<file path="src/rtl/ldsu_pkg.sv">
// ldsu_pkg: shared types and constants of the linear Diophantine solver.
// No dependencies; imported by every module of the block.
package ldsu_pkg;

	// default operand width of the solver
	localparam int DATA_WIDTH_DEF = 32;

	// guard bits on the Bezout coefficient registers over DATA_WIDTH
	localparam int COEF_XTRA = 3;

	// result status codes
	typedef enum logic [1:0] {
		ST_SOLVED   = 2'd0,
		ST_NOSOL    = 2'd1,
		ST_INFINITE = 2'd2
	} status_t;

	// saturation limits of the 63-bit solution ports
	localparam logic signed [62:0] SOL_MAX = {1'b0, {62{1'b1}}};
	localparam logic signed [62:0] SOL_MIN = {1'b1, {62{1'b0}}};

endpackage

</file>
<file path="src/rtl/ldsu_mul.sv">
// ldsu_mul: registered coefficient times quotient multiply, then sign fix and clamp.
// Depends on ldsu_pkg (solution limits).
module ldsu_mul #(
	parameter int CW = ldsu_pkg::DATA_WIDTH_DEF + ldsu_pkg::COEF_XTRA
) (
	input  logic                 clk,
	input  logic signed [CW-1:0] coef,
	input  logic signed [CW-1:0] quo,
	input  logic                 neg,
	output logic signed [62:0]   res
);
	import ldsu_pkg::*;

	localparam int PW = 2 * CW;
	localparam int EW = (PW > 64) ? PW : 64;
	localparam logic signed [EW-1:0] MAX_E = EW'(SOL_MAX);
	localparam logic signed [EW-1:0] MIN_E = EW'(SOL_MIN);

	logic signed [PW-1:0] prod_s1;
	logic                 neg_s1;
	logic signed [EW-1:0] p_ext;
	logic signed [EW-1:0] fixed;

	// product register, one multiply per cycle
	always_ff @(posedge clk) begin
		prod_s1 <= coef * quo;
		neg_s1  <= neg;
	end

	// sign fix and saturation to the 63-bit field
	always_comb begin
		p_ext = EW'(prod_s1);
		fixed = neg_s1 ? -p_ext : p_ext;
		if (fixed > MAX_E) begin
			res = SOL_MAX;
		end else if (fixed < MIN_E) begin
			res = SOL_MIN;
		end else begin
			res = 63'(fixed);
		end
	end

endmodule

</file>
<file path="config.mk">
export PLATFORM = sky130hd
export DESIGN_NAME = ldsu_mul
export DESIGN_NICKNAME = d
export VERILOG_FILES = /design/src/rtl/ldsu_pkg.sv /design/src/rtl/ldsu_mul.sv
export SDC_FILE = /design/constraint.sdc
export NUM_CORES = 2
export LEC_CHECK = 0
export ABC_AREA = 1
export BUFFER_PORTS_ARGS = -buffer_cell sky130_fd_sc_hd__buf_2
export CORE_MARGIN = 2
export CORE_UTILIZATION = 37
export CTS_CLUSTER_DIAMETER = 40
export DETAILED_ROUTE_END_ITERATION = 10
export GPL_TIMING_DRIVEN = 0
export SLEW_MARGIN = 20
export SYNTH_ARGS = -nofsm -noshare
export SYNTH_HDL_FRONTEND = slang
export SYNTH_SLANG_ARGS = --single-unit
</file>
<file path="constraint.sdc">
create_clock -name clk -period 20.7 [get_ports clk]
set_clock_uncertainty 0.15 [all_clocks]
set_input_delay 2.07 -clock clk [delete_from_list [all_inputs] [get_ports clk]]
set_output_delay 2.07 -clock clk [all_outputs]
set_load 0.05 [all_outputs]
</file>
* Word level (Yosys, flattened, before mapping) *
Cells that the tools add are included.
W data, S select, Z words.

cells by class
  add/sub/neg operators = 1
  multiply operators = 1
  $lt $le $gt $ge = 2
  mux-type cells = 3

operators by type and width
  operator                number
  $mux W63                2
  $gt A70 B63 Y1 const B  1
  $lt A70 B63 Y1 const B  1
  $mul A35 B35 Y70        1
  $mux W70                1
  $neg A70 Y70            1

storage, ports and cells
  bits in registers = 71
  input bits = 72
  output and inout bits = 63
  logic and storage cells = 9

* Logic depth before layout (Yosys ltp) *
  word-level depth = 5
  mapped depth = 33
  gate-level depth less buffers = 31

* Least setup slack after synthesis *
Ideal clock, no wire load.

  kind = input-to-reg
  start = input coef[34]
  end = register prod_s1[67] (netlist: p_ext[67])
  library setup time = 0.112 ns
  data arrival time = 8.931 ns
  data required time = 20.438 ns
  setup slack = 11.507 ns
  stages on the path = 24
  buffers on the path = 2
  cell sequence = clkbuf_1 clkbuf_1 nand2_1 inv_1 fa_1 fa_1 fa_1 fa_1 inv_1 fa_1 fa_1 fa_1 fa_1 inv_1 ha_1 nand2_1 nand2_1 a21boi_0 o21a_1 nor2_1 nor4_1 nand2_1 nand2_1 nand2_1

between the ends
  word-level cells in the longest chain between the ends = 1

RTL lines
  what                    RTL line        text
  start: declaration      ldsu_mul.sv:7   input logic signed [CW-1:0] coef,
  $mul A35 B35 Y70        ldsu_mul.sv:26  prod_s1 <= coef * quo;
  end signal: assignment  ldsu_mul.sv:26
  end: declaration        ldsu_mul.sv:19  logic signed [PW-1:0] prod_s1;

No other way between the ends.

* Final worst setup path *
  start = input coef[34]
  end = register prod_s1[63] (netlist: p_ext[63])

The elaborated chain is that of the path after synthesis.

==> impl_metrics.ini <==
[run_status]
status = finished, violations left
violations = DRC

[place]
place_inst = 8232
io_buffers = 65
gp_congestion = 1.01
placedInstanceArea_um2 = 52600
hpwl_um = 170000

[clock_network]
cts_tree = yes
hold_buffers = 0
cts_buffers = 9
postCtsSetupBuffers = 0
cts-htree-levels = 3
cts-root-buf = clkbuf_16
post_cts_resized = 0
cts_buffer_depth = 2
clk_pin_slew_ps = 60
cts_num_sinks = 71

[global_routing]
grt_overflow = 0
antenna_found_initial = 12
grt.total_usage = 0.297
grt_pass1_wl_um = 294000
grt_max_degree = 28
grt_pass1_vias = 45300

[routing]
drtIter0Drc = 4322
wl_um = 199000
ant_nets = 0
wire_per_inst_um = 24.1
vias = 41800
vias_per_cell = 5.07
firstDrtPassIters = 9
drc = 2

[sta]
holdWs_ps = 1690
rsz0062_at_grt = false
timing.fmax_ghz = 0.0875
hold_violations = 0
fin_tns_setup_ps = 0
setup_viol = 0
maxSlewViolCount = 0
tightest_slew_ps = 1350
period_needed_ps = 11430
timing.final.crit_share = 0.552
max-slew-margin-rel = 0.101

[die]
die_y_um = 372
io_pins = 135
initial_core_util = 0.374
core_um2 = 134000
die-area_um2 = 138000
row_count = 134
die_x_um = 372

[yosys]
synth_fa_ha_area_frac = 0.577
synth-compound-area-share = 0.0279
synth_flop_cell = dfxtp_1
yosys.area_share.simple = 0.168
syn_nets = 7989
synthDistinctLibCells = 46
syn_inst = 6398
synth_seq_cells = 71
synth_edf_count = 0
async_reset_ff_frac = 0
synth_top_family_by_area = adder cells
synth_area_um2 = 50000
ys_seq_area_frac = 0.0284
synth_xor_area_frac = 0.0222
synthMuxAreaShare = 0
yosysWarnings = 0
syn_area_per_cell_um2 = 7.81

[layout]
final_cell_mix = inv_1 (2,014), nand2_1 (1,631), fa_1 (1,308), nor2_1 (302), clkbuf_1 (253)
layout_commonest_cell = inv_1
drive_gt1_frac = 0.0329
layoutNonFillerInstCount = 8255
fin_area_um2 = 53000
nets = 8067
fillers = 14100
synthToLayoutAreaGrowth_pct = 5.95

[setup_path]
cp_max_fo = 10
cp-end-kind = flop
crit_end = p_ext[63]$_DFF_P_
critPathKind = in -> reg
worst_ep_arrival_time_ps = 11510
crit_required_ps = 20790
critPathLaunch = coef[34]
startpoint_type = input pin

[run]
cap_violations = 0

[worst_hold_path]
hold_class = in -> reg
[routing by layer]
metal | track usage | share of wire | up-vias
li1 | - | - | 17700
met1 | 0.365 | 0.37 | 21100
met2 | 0.468 | 0.44 | 2368
met3 | 0.0808 | 0.11 | 593
met4 | 0.175 | 0.075 | 12
met5 | 0 | 0.00037 | -
[how the worst min path moves through the flow]
stage,from,to,slack (ps),cells after the start
final,neg,neg_s1$_DFF_P_,1690,1
after global routing,neg,neg_s1$_DFF_P_,1680,1
after CTS,neg,neg_s1$_DFF_P_,1680,1
after detailed placement,neg,neg_s1$_DFF_P_,2040,1
after global placement,neg,neg_s1$_DFF_P_,2020,1
after floorplan,neg,neg_s1$_DFF_P_,1950,0
[sequential cells by signal, indices dropped and copies added (netlist names)]
register / cells
p_ext: 70
neg_s1: 1
[synthesized netlist by cell type (5+ instances only)]
library cell,number,area (µm²)
a21boi_0,5,37.5
a21o_1,12,90.1
a21oi_1,92,460
a31oi_1,16,100
buf_6,6,67.6
clkbuf_1,281,1050
dfxtp_1,71,1420
fa_1,1311,26200
ha_1,208,2600
inv_1,2014,7560
inv_2,6,22.5
nand2_1,1631,6120
nand2_2,36,225
nand3_1,75,375
nand3_2,5,50.1
nand4_1,11,68.8
nor2_1,302,1130
nor2_2,18,113
nor3_1,14,70.1
nor4_1,7,43.8
o211ai_1,9,67.6
o21a_1,7,52.6
o21ai_0,73,365
o21bai_1,12,90.1
or2_2,8,50.1
xnor2_1,38,333
xor2_1,89,780
[logic make-up after synthesis]
family | after synthesis
xor gates and xnor gates | 127
DFF | 71
adders and majority gates | 1519
buffers and inverters | 2320
AOI/OAI and AO/OA | 242
and+or+nand+nor | 2119
[critical path: stages]
cell	delay, ps
clkbuf_1	760
clkbuf_1	850
nand2_1	220
inv_1	200
fa_1	510
fa_1	570
fa_2	880
inv_1	220
fa_1	600
fa_1	450
fa_1	590
fa_1	430
fa_1	720
inv_1	100
ha_1	470
inv_1	150
o21ai_0	250
a21oi_1	170
o21ai_0	560
nand2_1	110
o211ai_1	250
a21oi_1	130
nand3_1	120
nand2_1	50
[final cells by class]
type / count / area [µm²] / share of cell area
well taps: 1768 / 2210 / 0.0418
plain buffers: 299 / 1280 / 0.0241
repair buffers: 67 / 368 / 0.00695
flip-flops and latches: 71 / 1420 / 0.0268
multi-input cells: 4007 / 39800 / 0.751
clock inverters: 7 / 105 / 0.00198
diodes: 6 / 15.0 / 0.000283
inverters: 2021 / 7590 / 0.143
clock buffers: 9 / 225 / 0.00425
[through the flow]
step	utilization	setup slack, ps
finish	0.396	9270
global route	0.396	9140
CTS	0.396	9470
detailed placement	0.393	9160
global placement	0.393	8820
floorplan	-	11510
Power is not shown: default switching activity piles up to over one toggle a cycle in this logic, so the estimate is an artifact.
